`src/rtl/core/assert_macros.svh`:
```
// Assertion macros used by the RTL of the greyscale quantiser.
`ifndef ASSERT_MACROS_SVH
`define ASSERT_MACROS_SVH

`ifndef ASSERT_OFF

// Checks that a property holds at every rising clock edge outside reset.
`define RGQ_ASSERT(lbl, clk, rst, prop, msg) \
  lbl: assert property (@(posedge clk) disable iff (rst) (prop)) else $error(msg);

// Checks that a condition in one cycle is followed by another in the next.
`define RGQ_ASSERT_NEXT(lbl, clk, rst, ante, cons, msg) \
  lbl: assert property (@(posedge clk) disable iff (rst) (ante) |=> (cons)) else $error(msg);

`else

`define RGQ_ASSERT(lbl, clk, rst, prop, msg)
`define RGQ_ASSERT_NEXT(lbl, clk, rst, ante, cons, msg)

`endif

`endif

```
`src/rtl/core/rgq_pkg.sv`:
```
// Types, constants and helper functions of the greyscale quantiser.
package rgq_pkg;

  // Grey conversion modes held in the mode register.
  typedef enum logic [1:0] {
    MODE_MEAN   = 2'd0,
    MODE_MAX    = 2'd1,
    MODE_RMS    = 2'd2,
    MODE_POSTER = 2'd3
  } grey_mode_t;

  // Configuration register indexes.
  localparam logic CFG_IDX_MODE   = 1'b0;
  localparam logic CFG_IDX_SHADES = 1'b1;

  // Reset values: mean mode, 255 shades (a step of one).
  localparam grey_mode_t MODE_RESET = MODE_MEAN;
  localparam logic [7:0] STEP_RESET = 8'd1;
  localparam logic [7:0] GREY_MAX   = 8'd255;

  // Division by three as a multiplication by a reciprocal and a shift.
  // Exact for sums up to 765 and sums of squares up to 195075.
  localparam int         MEAN_SHIFT = 11;
  localparam logic [9:0] MEAN_RECIP = 10'd683;
  localparam int         MSQ_SHIFT  = 19;
  localparam logic [17:0] MSQ_RECIP = 18'd174763;

  // Number of two-digit stages in the root and quotient pipeline.
  localparam int MID_STAGES = 4;

  // First stage: channel sum, maximum and sum of squares.
  typedef struct packed {
    logic [9:0]  sum;
    logic [7:0]  maxv;
    logic [17:0] sqsum;
  } s1_t;

  // Second stage: mean and mean of the squares.
  typedef struct packed {
    logic [7:0]  mean;
    logic [7:0]  maxv;
    logic [15:0] msq;
  } s2_t;

  // Middle stages: square root and posterize quotient, worked digit by digit.
  typedef struct packed {
    logic [15:0] msq;
    logic [9:0]  sq_rem;
    logic [7:0]  root;
    logic [9:0]  num;
    logic [8:0]  dv_rem;
    logic [7:0]  quo;
    logic [7:0]  mean;
    logic [7:0]  maxv;
  } mid_t;

  typedef struct packed {
    logic [9:0] rem;
    logic [7:0] root;
  } sq_t;

  typedef struct packed {
    logic [8:0] rem;
    logic [7:0] quo;
  } dv_t;

  // One digit of the restoring square root: brings in two bits of the radicand.
  function automatic sq_t sqrt_step(input logic [9:0] rem, input logic [7:0] root,
                                    input logic [1:0] pair);
    logic [11:0] cur;
    logic [11:0] trial;
    sq_t         res;
    cur   = {rem, pair};
    trial = {2'b00, root, 2'b01};
    if (cur >= trial) begin
      res.rem  = 10'(cur - trial);
      res.root = {root[6:0], 1'b1};
    end else begin
      res.rem  = cur[9:0];
      res.root = {root[6:0], 1'b0};
    end
    return res;
  endfunction

  // One bit of the restoring division: brings in one bit of the dividend.
  function automatic dv_t div_step(input logic [8:0] rem, input logic [7:0] quo,
                                   input logic nb, input logic [8:0] dsr);
    logic [9:0] cur;
    dv_t        res;
    cur = {rem, nb};
    if (cur >= {1'b0, dsr}) begin
      res.rem = 9'(cur - {1'b0, dsr});
      res.quo = {quo[6:0], 1'b1};
    end else begin
      res.rem = cur[8:0];
      res.quo = {quo[6:0], 1'b0};
    end
    return res;
  endfunction

  // Posterize step floor(255 / (shades - 1)); fewer than two shades count as two.
  function automatic logic [7:0] step_of(input logic [7:0] shades);
    logic [7:0] d;
    logic [7:0] q;
    d = (shades < 8'd2) ? 8'd1 : 8'(shades - 8'd1);
    case (d) inside
      8'd1:            q = 8'd255;
      8'd2:            q = 8'd127;
      8'd3:            q = 8'd85;
      8'd4:            q = 8'd63;
      8'd5:            q = 8'd51;
      8'd6:            q = 8'd42;
      8'd7:            q = 8'd36;
      8'd8:            q = 8'd31;
      8'd9:            q = 8'd28;
      8'd10:           q = 8'd25;
      8'd11:           q = 8'd23;
      8'd12:           q = 8'd21;
      8'd13:           q = 8'd19;
      8'd14:           q = 8'd18;
      8'd15:           q = 8'd17;
      [8'd16:8'd17]:   q = 8'd15;
      8'd18:           q = 8'd14;
      8'd19:           q = 8'd13;
      [8'd20:8'd21]:   q = 8'd12;
      [8'd22:8'd23]:   q = 8'd11;
      [8'd24:8'd25]:   q = 8'd10;
      [8'd26:8'd28]:   q = 8'd9;
      [8'd29:8'd31]:   q = 8'd8;
      [8'd32:8'd36]:   q = 8'd7;
      [8'd37:8'd42]:   q = 8'd6;
      [8'd43:8'd51]:   q = 8'd5;
      [8'd52:8'd63]:   q = 8'd4;
      [8'd64:8'd85]:   q = 8'd3;
      [8'd86:8'd127]:  q = 8'd2;
      default:         q = 8'd1;
    endcase
    return q;
  endfunction

endpackage

```
`src/rtl/core/rgq_if.sv`:
```
// Valid/ready channel interfaces for pixels in and grey levels out.
interface rgq_pixel_if;
  logic       valid;
  logic       ready;
  logic [7:0] red;
  logic [7:0] green;
  logic [7:0] blue;

  modport source (output valid, output red, output green, output blue, input ready);
  modport sink   (input valid, input red, input green, input blue, output ready);
endinterface

interface rgq_grey_if;
  logic       valid;
  logic       ready;
  logic [7:0] grey;

  modport source (output valid, output grey, input ready);
  modport sink   (input valid, input grey, output ready);
endinterface

```
`src/rtl/core/rgb_greyscale_quantizer_unit.sv`:
```
// Pixel to grey level converter with mean, maximum, RMS and posterize modes.
//
//  channel | direction | payload              | handshake
//  --------+-----------+----------------------+------------
//  pix     | in        | red, green, blue     | valid/ready
//  gry     | out       | grey                 | valid/ready
//  cfg     | in        | wr_index, wr_data    | wr_en only
//
// One pixel per clock while gry takes its results; a result reaches gry through seven register stages,
// four of them set by the eight root and quotient digits.
// Reset (rst, synchronous) empties the pipeline and restores mean mode and 255 shades.
// Each stage holds while the one after it is full and stalled; a bubble is closed up,
// so a pixel is taken while a finished result still waits on gry.
`include "assert_macros.svh"

module rgb_greyscale_quantizer_unit
  import rgq_pkg::*;
(
  input  logic           clk,
  input  logic           rst,
  input  logic           wr_en,
  input  logic           wr_index,
  input  logic [7:0]     wr_data,
  rgq_pixel_if.sink      pix,
  rgq_grey_if.source     gry
);

  // Configuration: the mode and the posterize step derived from the shade count.
  grey_mode_t grey_mode;
  logic [7:0] step;

  always_ff @(posedge clk) begin
    if (rst) begin
      grey_mode <= MODE_RESET;
      step      <= STEP_RESET;
    end else if (wr_en) begin
      if (wr_index == CFG_IDX_MODE) begin
        grey_mode <= grey_mode_t'(wr_data[1:0]);
      end else if (wr_index == CFG_IDX_SHADES) begin
        step <= step_of(wr_data);
      end
    end
  end

  // Stage registers and their valid bits.
  s1_t  s1;
  s2_t  s2;
  mid_t mid_q [MID_STAGES];
  logic s1_v, s2_v, out_v;
  logic [MID_STAGES-1:0] mid_v;
  logic [MID_STAGES-1:0] mid_adv;
  logic s1_adv, s2_adv, out_adv;
  logic [7:0] grey_q;

  // A stage loads when it is empty or the stage after it moves on.
  assign out_adv   = !out_v || gry.ready;
  assign s2_adv    = !s2_v || mid_adv[0];
  assign s1_adv    = !s1_v || s2_adv;
  assign pix.ready = s1_adv;

  // Stage one: sum, maximum and sum of squares.
  s1_t s1_next;
  always_comb begin
    logic [7:0] mx;
    mx = pix.red;
    if (pix.green > mx) begin
      mx = pix.green;
    end
    if (pix.blue > mx) begin
      mx = pix.blue;
    end
    s1_next.sum   = 10'(pix.red) + 10'(pix.green) + 10'(pix.blue);
    s1_next.maxv  = mx;
    s1_next.sqsum = 18'(16'(pix.red) * 16'(pix.red)) + 18'(16'(pix.green) * 16'(pix.green))
                  + 18'(16'(pix.blue) * 16'(pix.blue));
  end

  always_ff @(posedge clk) begin
    if (rst) begin
      s1_v <= 1'b0;
    end else if (s1_adv) begin
      s1_v <= pix.valid;
    end
  end

  always_ff @(posedge clk) begin
    if (s1_adv) begin
      s1 <= s1_next;
    end
  end

  // Stage two: both divisions by three through reciprocal products.
  logic [19:0] mean_prod;
  logic [35:0] msq_prod;
  assign mean_prod = 20'(s1.sum) * 20'(MEAN_RECIP);
  assign msq_prod  = 36'(s1.sqsum) * 36'(MSQ_RECIP);

  always_ff @(posedge clk) begin
    if (rst) begin
      s2_v <= 1'b0;
    end else if (s2_adv) begin
      s2_v <= s1_v;
    end
  end

  always_ff @(posedge clk) begin
    if (s2_adv) begin
      s2.mean <= mean_prod[MEAN_SHIFT +: 8];
      s2.maxv <= s1.maxv;
      s2.msq  <= msq_prod[MSQ_SHIFT +: 16];
    end
  end

  // Seed of the digit stages: empty root, dividend 2*mean + step.
  mid_t mid_init;
  always_comb begin
    mid_init.msq    = s2.msq;
    mid_init.sq_rem = '0;
    mid_init.root   = '0;
    mid_init.num    = 10'({s2.mean, 1'b0}) + 10'(step);
    mid_init.dv_rem = 9'(mid_init.num[9:8]);
    mid_init.quo    = '0;
    mid_init.mean   = s2.mean;
    mid_init.maxv   = s2.maxv;
  end

  logic [8:0] dsr;
  assign dsr = {step, 1'b0};

  // Digit stages: two root digits and two quotient bits in each.
  genvar j;
  for (j = 0; j < MID_STAGES; j++) begin : g_mid
    localparam int HI = 7 - 2 * j;
    localparam int LO = 6 - 2 * j;
    mid_t src;
    mid_t nxt;
    logic src_v;

    if (j == 0) begin : g_first
      assign src   = mid_init;
      assign src_v = s2_v;
    end else begin : g_rest
      assign src   = mid_q[j-1];
      assign src_v = mid_v[j-1];
    end

    if (j == MID_STAGES - 1) begin : g_last
      assign mid_adv[j] = !mid_v[j] || out_adv;
    end else begin : g_inner
      assign mid_adv[j] = !mid_v[j] || mid_adv[j+1];
    end

    always_comb begin
      sq_t sa, sb;
      dv_t da, db;
      sa = sqrt_step(src.sq_rem, src.root, src.msq[2*HI+1 -: 2]);
      sb = sqrt_step(sa.rem, sa.root, src.msq[2*LO+1 -: 2]);
      da = div_step(src.dv_rem, src.quo, src.num[HI], dsr);
      db = div_step(da.rem, da.quo, src.num[LO], dsr);
      nxt        = src;
      nxt.sq_rem = sb.rem;
      nxt.root   = sb.root;
      nxt.dv_rem = db.rem;
      nxt.quo    = db.quo;
    end

    always_ff @(posedge clk) begin
      if (rst) begin
        mid_v[j] <= 1'b0;
      end else if (mid_adv[j]) begin
        mid_v[j] <= src_v;
      end
    end

    always_ff @(posedge clk) begin
      if (mid_adv[j]) begin
        mid_q[j] <= nxt;
      end
    end
  end

  // Output stage: mode selection and saturation of the posterized level.
  mid_t       fin;
  logic [15:0] post_prod;
  logic [7:0]  grey_next;
  assign fin       = mid_q[MID_STAGES-1];
  assign post_prod = 16'(fin.quo) * 16'(step);

  always_comb begin
    case (grey_mode)
      MODE_MEAN:   grey_next = fin.mean;
      MODE_MAX:    grey_next = fin.maxv;
      MODE_RMS:    grey_next = fin.root;
      MODE_POSTER: grey_next = (post_prod > 16'(GREY_MAX)) ? GREY_MAX : post_prod[7:0];
      default:     grey_next = fin.mean;
    endcase
  end

  always_ff @(posedge clk) begin
    if (rst) begin
      out_v <= 1'b0;
    end else if (out_adv) begin
      out_v <= mid_v[MID_STAGES-1];
    end
  end

  always_ff @(posedge clk) begin
    if (out_adv) begin
      grey_q <= grey_next;
    end
  end

  assign gry.valid = out_v;
  assign gry.grey  = grey_q;

  // Root bounds and valid bit of the last digit stage, for the checks below.
  logic        fin_v;
  logic [15:0] root_sq;
  logic [16:0] root_up;
  assign fin_v   = mid_v[MID_STAGES-1];
  assign root_sq = 16'(fin.root) * 16'(fin.root);
  assign root_up = 17'(fin.root) + 17'd1;

  // Assertions on the pipeline and the digit units.
  `RGQ_ASSERT_NEXT(a_enter, clk, rst, pix.valid && pix.ready, s1_v, "pixel lost at stage one")
  `RGQ_ASSERT(a_root_low, clk, rst, !fin_v || (root_sq <= fin.msq), "root too large")
  `RGQ_ASSERT(a_root_high, clk, rst, !fin_v || (root_up * root_up > 17'(fin.msq)), "root too small")
  `RGQ_ASSERT(a_div_rem, clk, rst, !fin_v || (fin.dv_rem < dsr), "quotient remainder too large")
  `RGQ_ASSERT_NEXT(a_hold, clk, rst, fin_v && !out_adv, fin_v && $stable(fin), "last stage moved")

endmodule

```
`src/flat_wrapper.sv`:
```
// flat-port wrapper written by rule: the top's interface ports become plain ports
module rgb_greyscale_quantizer_unit_flat import rgq_pkg::*;
  (clk, rst, wr_en, wr_index, wr_data, pix_valid, pix_red, pix_green, pix_blue, pix_ready, gry_valid, gry_grey, gry_ready);
  rgq_pixel_if pix_i ();
  rgq_grey_if gry_i ();
  input  logic clk;
  input  logic rst;
  input  logic wr_en;
  input  logic wr_index;
  input  logic [7:0] wr_data;
  input wire logic [$bits(pix_i.valid)-1:0] pix_valid;
  input wire logic [$bits(pix_i.red)-1:0] pix_red;
  input wire logic [$bits(pix_i.green)-1:0] pix_green;
  input wire logic [$bits(pix_i.blue)-1:0] pix_blue;
  output wire logic [$bits(pix_i.ready)-1:0] pix_ready;
  output wire logic [$bits(gry_i.valid)-1:0] gry_valid;
  output wire logic [$bits(gry_i.grey)-1:0] gry_grey;
  input wire logic [$bits(gry_i.ready)-1:0] gry_ready;
  assign pix_i.valid = pix_valid;
  assign pix_i.red = pix_red;
  assign pix_i.green = pix_green;
  assign pix_i.blue = pix_blue;
  assign pix_ready = pix_i.ready;
  assign gry_valid = gry_i.valid;
  assign gry_grey = gry_i.grey;
  assign gry_i.ready = gry_ready;
  rgb_greyscale_quantizer_unit u_core (.clk(clk), .rst(rst), .wr_en(wr_en), .wr_index(wr_index), .wr_data(wr_data), .pix(pix_i), .gry(gry_i));
endmodule
```
`config.mk`:
```
export PLATFORM = sky130hd
export DESIGN_NAME = rgb_greyscale_quantizer_unit_flat
export DESIGN_NICKNAME = d
export VERILOG_FILES = /design/src/rtl/core/rgq_pkg.sv /design/src/rtl/core/rgq_if.sv /design/src/rtl/core/rgb_greyscale_quantizer_unit.sv /design/src/flat_wrapper.sv
export VERILOG_INCLUDE_DIRS = /design/src /design/src/rtl/core
export SDC_FILE = /design/constraint.sdc
export NUM_CORES = 1
export LEC_CHECK = 0
export CORE_MARGIN = 2
export CORE_UTILIZATION = 40
export DETAILED_ROUTE_END_ITERATION = 12
export DONT_BUFFER_PORTS = 1
export PLACE_DENSITY_LB_ADDON = 0.12
export SLEW_MARGIN = 20
export SYNTH_ARGS = -nofsm -noshare
export SYNTH_HDL_FRONTEND = slang
export SYNTH_SLANG_ARGS = --single-unit
```
`constraint.sdc`:
```
create_clock -name clk -period 14.3 [get_ports clk]
set_input_delay 0.715 -clock clk [delete_from_list [all_inputs] [get_ports clk]]
set_output_delay 0.715 -clock clk [all_outputs]
set_load 0.05 [all_outputs]
```
== Word level (Yosys, flattened, before mapping) ==
Memory sizes are Yosys's and may differ from the RTL's.
Cells that the tools add are included.
Word-level totals
  register bits: 93
  memory bits (writable): 308
  input port bits: 38
  logic and storage cells: 197
  memories kept: 1
Cells by class
  add/sub/neg operators: 22
  multiply operators: 6
  magnitude comparators: 44
  equal/unequal tests: 20
  mux-type cells: 58
  bitwise logic cells: 1
  reductions and logical operators: 29
Memory list
  u_core.mid_q: depth 4, width 77, read ports 4, clocked after memory_dff 0, wr ports 4, RTL line rgb_greyscale_quantizer_unit.sv:48  | mid_t mid_q [MID_STAGES];
Operators by type and width (number)
  $mux 8: 32
  $mux 18: 8
  $mux 17: 8
  $ge 12x10->1: 7
  $ge 10x9->1: 7
  $sub 10x10->10: 7
  $eq 8x4->1 const B: 8
  $mul 8x8->16: 4
  $sub 9x9->9: 7
  $ge 8x5->1 const B: 6
  $le 8x5->1 const B: 6
  $mul 18x18->35 const B: 1
  $eq 8x3->1 const B: 4
  $ge 8x6->1 const B: 4
  $le 8x6->1 const B: 4
  $pmux 8 s4: 1
  $mul 10x10->19 const B: 1
  $add 18x16->18: 1
  $add 16x16->17: 1
  $eq 8x2->1 const B: 2
  $eq 8x5->1 const B: 2
  $ge 8x7->1 const B: 2
  $gt 16x8->1 const B: 1
  $gt 8x8->1: 2
  other kinds (21): 54

== Depth between registers and ports, before layout ==
  depth after elaboration: 33
  gate-level depth with buffers: 33

== Worst setup path before layout ==
No wires, ideal clock.
  kind: input to register
  start: in pix_red[2]
  end: reg u_core.s1[16] in the netlist's numbering, data pin
  data arrival time: 8433 ps
  data required time: 14042 ps
  slack: 5610 ps
  stages on the path: 32
  path buffers: 1
  cell sequence: clkbuf_1 nand2_1 inv_1 fa_1 inv_1 fa_1 inv_1 fa_1 fa_1 inv_1 fa_1 fa_1 inv_1 ha_1 inv_1 xnor2_1 fa_1 inv_1 fa_1 inv_1 fa_1 fa_1 inv_1 ha_1 inv_1 o21ai_0 a211oi_1 o31ai_1 or4_1 a31o_2 a21oi_1 xnor2_1
RTL lines
  start, declared: RTL line flat_wrapper.sv:12  | input wire logic [$bits(pix_i.red)-1:0] pix_red;
  end signal, assigned: RTL line rgb_greyscale_quantizer_unit.sv:88  | s1 <= s1_next;
  end, declared: RTL line rgb_greyscale_quantizer_unit.sv:46  | s1_t s1;

==> results.py <==
metrics = {
    "worst_setup_path": {
        "rrSetupSlack_ns": 7.34,
        "crit_end": "u_core.s1[17]",
        "cp-startpoint": "pix_red[6]",
        "cp_max_fo": 7,
        "critPathRequiredTime_ns": 14.60,
        "cp.depth": 31,
        "start_kind": "primary input",
        "crit_buf_inv": 8,
        "end_kind": "register",
        "r2r_cells": 20,
        "r2r-start": "u_core.s1[0]",
        "crit_path_frequent_cell": "fa_1",
        "worstReg2RegEnd": "u_core.g_mid[0].nxt[76]",
        "critPathMaxStageDelay_ns": 0.55,
        "slowest_stage": "fa_1",
        "critical_path.top_delay_family": "adder cells",
        "arrival_ns": 8.78,
        "critical_path_class": "in -> reg",
    },
    "timing": {
        "post-route-period-util_pct": 59.3,
        "maxSlewHeadroom_pct": 37.2,
        "hold_viol_final": 0,
        "worst_pin_slew_ns": 0.938,
        "setup_viol": 0,
        "fmax_mhz": 118,
        "rsz0062_at_grt": "no",
        "report.final.slew_viol_count": 0,
        "skew_ns": 0.0325,
        "fin_tns_setup_ns": 0,
        "min_period_ns": 8.48,
    },
    "floorplan": {
        "initial_utilization_pct": 40.4,
        "core_area_um2": 74400,
        "die_h_um": 278,
        "ios": 48,
        "die_area_um2": 77400,
        "die_w_um": 278,
        "num_rows": 100,
    },
    "cts": {
        "cts_buffer_depth": 3,
        "cts_resized": 0,
        "clk_pin_slew_worst_paths_ns": 0.06,
        "clock_latency_ns": 0.55,
        "cts.hold.buffers_added": 0,
        "htree_num_levels": 2,
        "cts_tree": "yes",
        "cts_made_buffers": 36,
        "post-cts-setup-buffers": 0,
        "clkSinkCount": 286,
        "cts_root_buf": "clkbuf_16",
    },
    "final_layout": {
        "syn_to_final_growth_pct": 7.77,
        "final_common_cell": "inv_1",
        "most-common-layout-cells": "inv_1, ha_1, fa_1",
        "fin_nets": 3682,
        "antennaDiodeCount": 0,
        "drive_gt1_share_pct": 4.35,
    },
    "synth": {
        "synth-edff-count": 269,
        "syn_nets": 3670,
        "yosys_warnings": 0,
        "ys_seq_elements": 286,
        "postSynthCellCount": 2861,
        "synth.cell_area_um2": 30100,
        "synth_cell_types": 73,
        "synth-main-ff-cell": "edfxtp_1",
        "yosysTopAreaCell": "edfxtp_1",
        "synth_area_leaders": "edfxtp_1, ha_1, fa_1, inv_1, xnor2_1",
        "seq_area_frac_synth_pct": 28.0,
        "synthArstFlopShare_pct": 0,
        "syn_avg_cell_area_um2": 10.5,
        "synth.top_cell.area_share_pct": 26.9,
    },
    "placement": {
        "place.gp.congestion": 0.844,
        "place_hpwl_um": 52900,
        "portBuffers": 0,
    },
    "global_routing": {
        "antenna_found_initial": 1,
        "grt_pass1_wl_um": 106000,
        "grt_pass1_vias": 20600,
        "grt_max_degree": 56,
        "overflow": 0,
        "grtUsageTotal_pct": 17.0,
    },
    "drt": {
        "via_per_inst": 4.98,
        "drt_iter0_drc": 733,
        "drt_wl_total_um": 64000,
        "antenna_left": 0,
        "drt_drc_violations_left": 0,
        "wl_per_cell_um": 16.5,
        "dr.pass1.iters": 5,
        "vias": 19300,
    },
    "flow_run": {
        "cap_violations": 0,
    },
    "min_path": {
        "min_path_type": "in -> reg",
    },
    "status": {
        "status": "finished clean",
    },
}
==> area by class of cell <==
type | instances | area, um2
clock buffer | 39 | 933
clock inverter | 24 | 265
fill | 7084 | 42000
inverter | 588 | 2210
multi-input combinational | 1954 | 19300
sequential | 286 | 8420
tap | 969 | 1210
timing repair buffer | 7 | 52.6
==> state kept, by name, summed over array words and instances (netlist names) <==
name                count
u_core.mid_q          194
u_core.s1              35
u_core.g_mid.nxt       32
u_core.gry.grey         8
u_core.step             8
u_core.g_mid.src_v      4
u_core.grey_mode        2
u_core.fin_v            1
u_core.gry.valid        1
u_core.s1_v             1
==> worst reg2reg max path, cell delays in order (launching register included) <==
cell	delay, ns
edfxtp_1	0.63
ha_1	0.52
ha_1	0.31
inv_1	0.05
fa_1	0.53
inv_1	0.07
fa_1	0.54
inv_1	0.06
fa_1	0.54
inv_1	0.06
fa_1	0.52
ha_1	0.25
a2111oi_0	0.48
o21ai_0	0.33
a211oi_1	0.29
a21oi_1	0.23
a21oi_1	0.28
o21ai_0	0.28
a311o_1	0.45
a21oi_1	0.23
xnor2_1	0.08
==> cells in the mapped netlist (all sizes together), types with 13 or more instances <==
library cell / count
and3: 14
fa: 294
a21oi: 145
nand2b: 15
a211oi: 16
and2: 70
nor3: 39
dfxtp: 17
xnor2: 119
nand4: 17
a21o: 65
ha: 477
mux2: 34
nor2: 157
o21a: 13
o21bai: 22
xor2: 48
o21ai: 66
nor2b: 37
edfxtp: 269
nand3: 24
nand2: 128
clkbuf: 25
inv: 587
mux2i: 18
==> logic make-up after synthesis <==
kind of cell | after synthesis | synth area share, %
AOI/OAI and AO/OA | 417 | 8.98
xor gates and xnor gates | 167 | 4.87
adders and majority gates | 771 | 39.4
buffers and inverters | 621 | 7.82
DFF | 286 | 28.0
muxes | 52 | 1.87
and+or+nand+nor | 547 | 9.02
==> stage by stage <==
stage	setup WS (ns)	utilization, %	hold slack, ns	instance area (um2)	std cells
floorplan	5.61	-	0.400	30100	2861
global placement	5.25	41.9	0.402	31200	3804
detailed placement	5.24	41.9	0.405	31200	3804
CTS	5.82	43.5	0.206	32400	3867
global route	5.43	43.5	0.209	32400	3867
finish	5.82	43.5	0.255	32400	3867
==> routing by layer <==
metal | GRT usage [%] | part of all wire, % | up-vias
met1 | 22.1 | 46 | 9347
li1 | - | - | 9603
met4 | 5.20 | 2.9 | 2
met3 | 2.46 | 3.2 | 92
met5 | 0 | 0.016 | -
met2 | 29.4 | 48 | 232
==> worst min-delay path by stage <==
stage,to,startpoint,slack (ns),cells after the start
3_3_place_gp,u_core.mid_q[1][10],u_core.mid_q[0][10],0.40,0
2_1_floorplan,u_core.g_mid[0].nxt[0],u_core.s1[18],0.40,0
3_5_place_dp,u_core.mid_q[1][1],u_core.mid_q[0][1],0.40,0
4_1_cts,u_core.g_mid[1].src_v,rst,0.21,1
6_report,u_core.g_mid[3].src_v,rst,0.25,1
5_1_grt,u_core.g_mid[1].src_v,rst,0.21,1
Power is not shown: default switching activity piles up to over one toggle a cycle in this logic, so the estimate is an artifact.
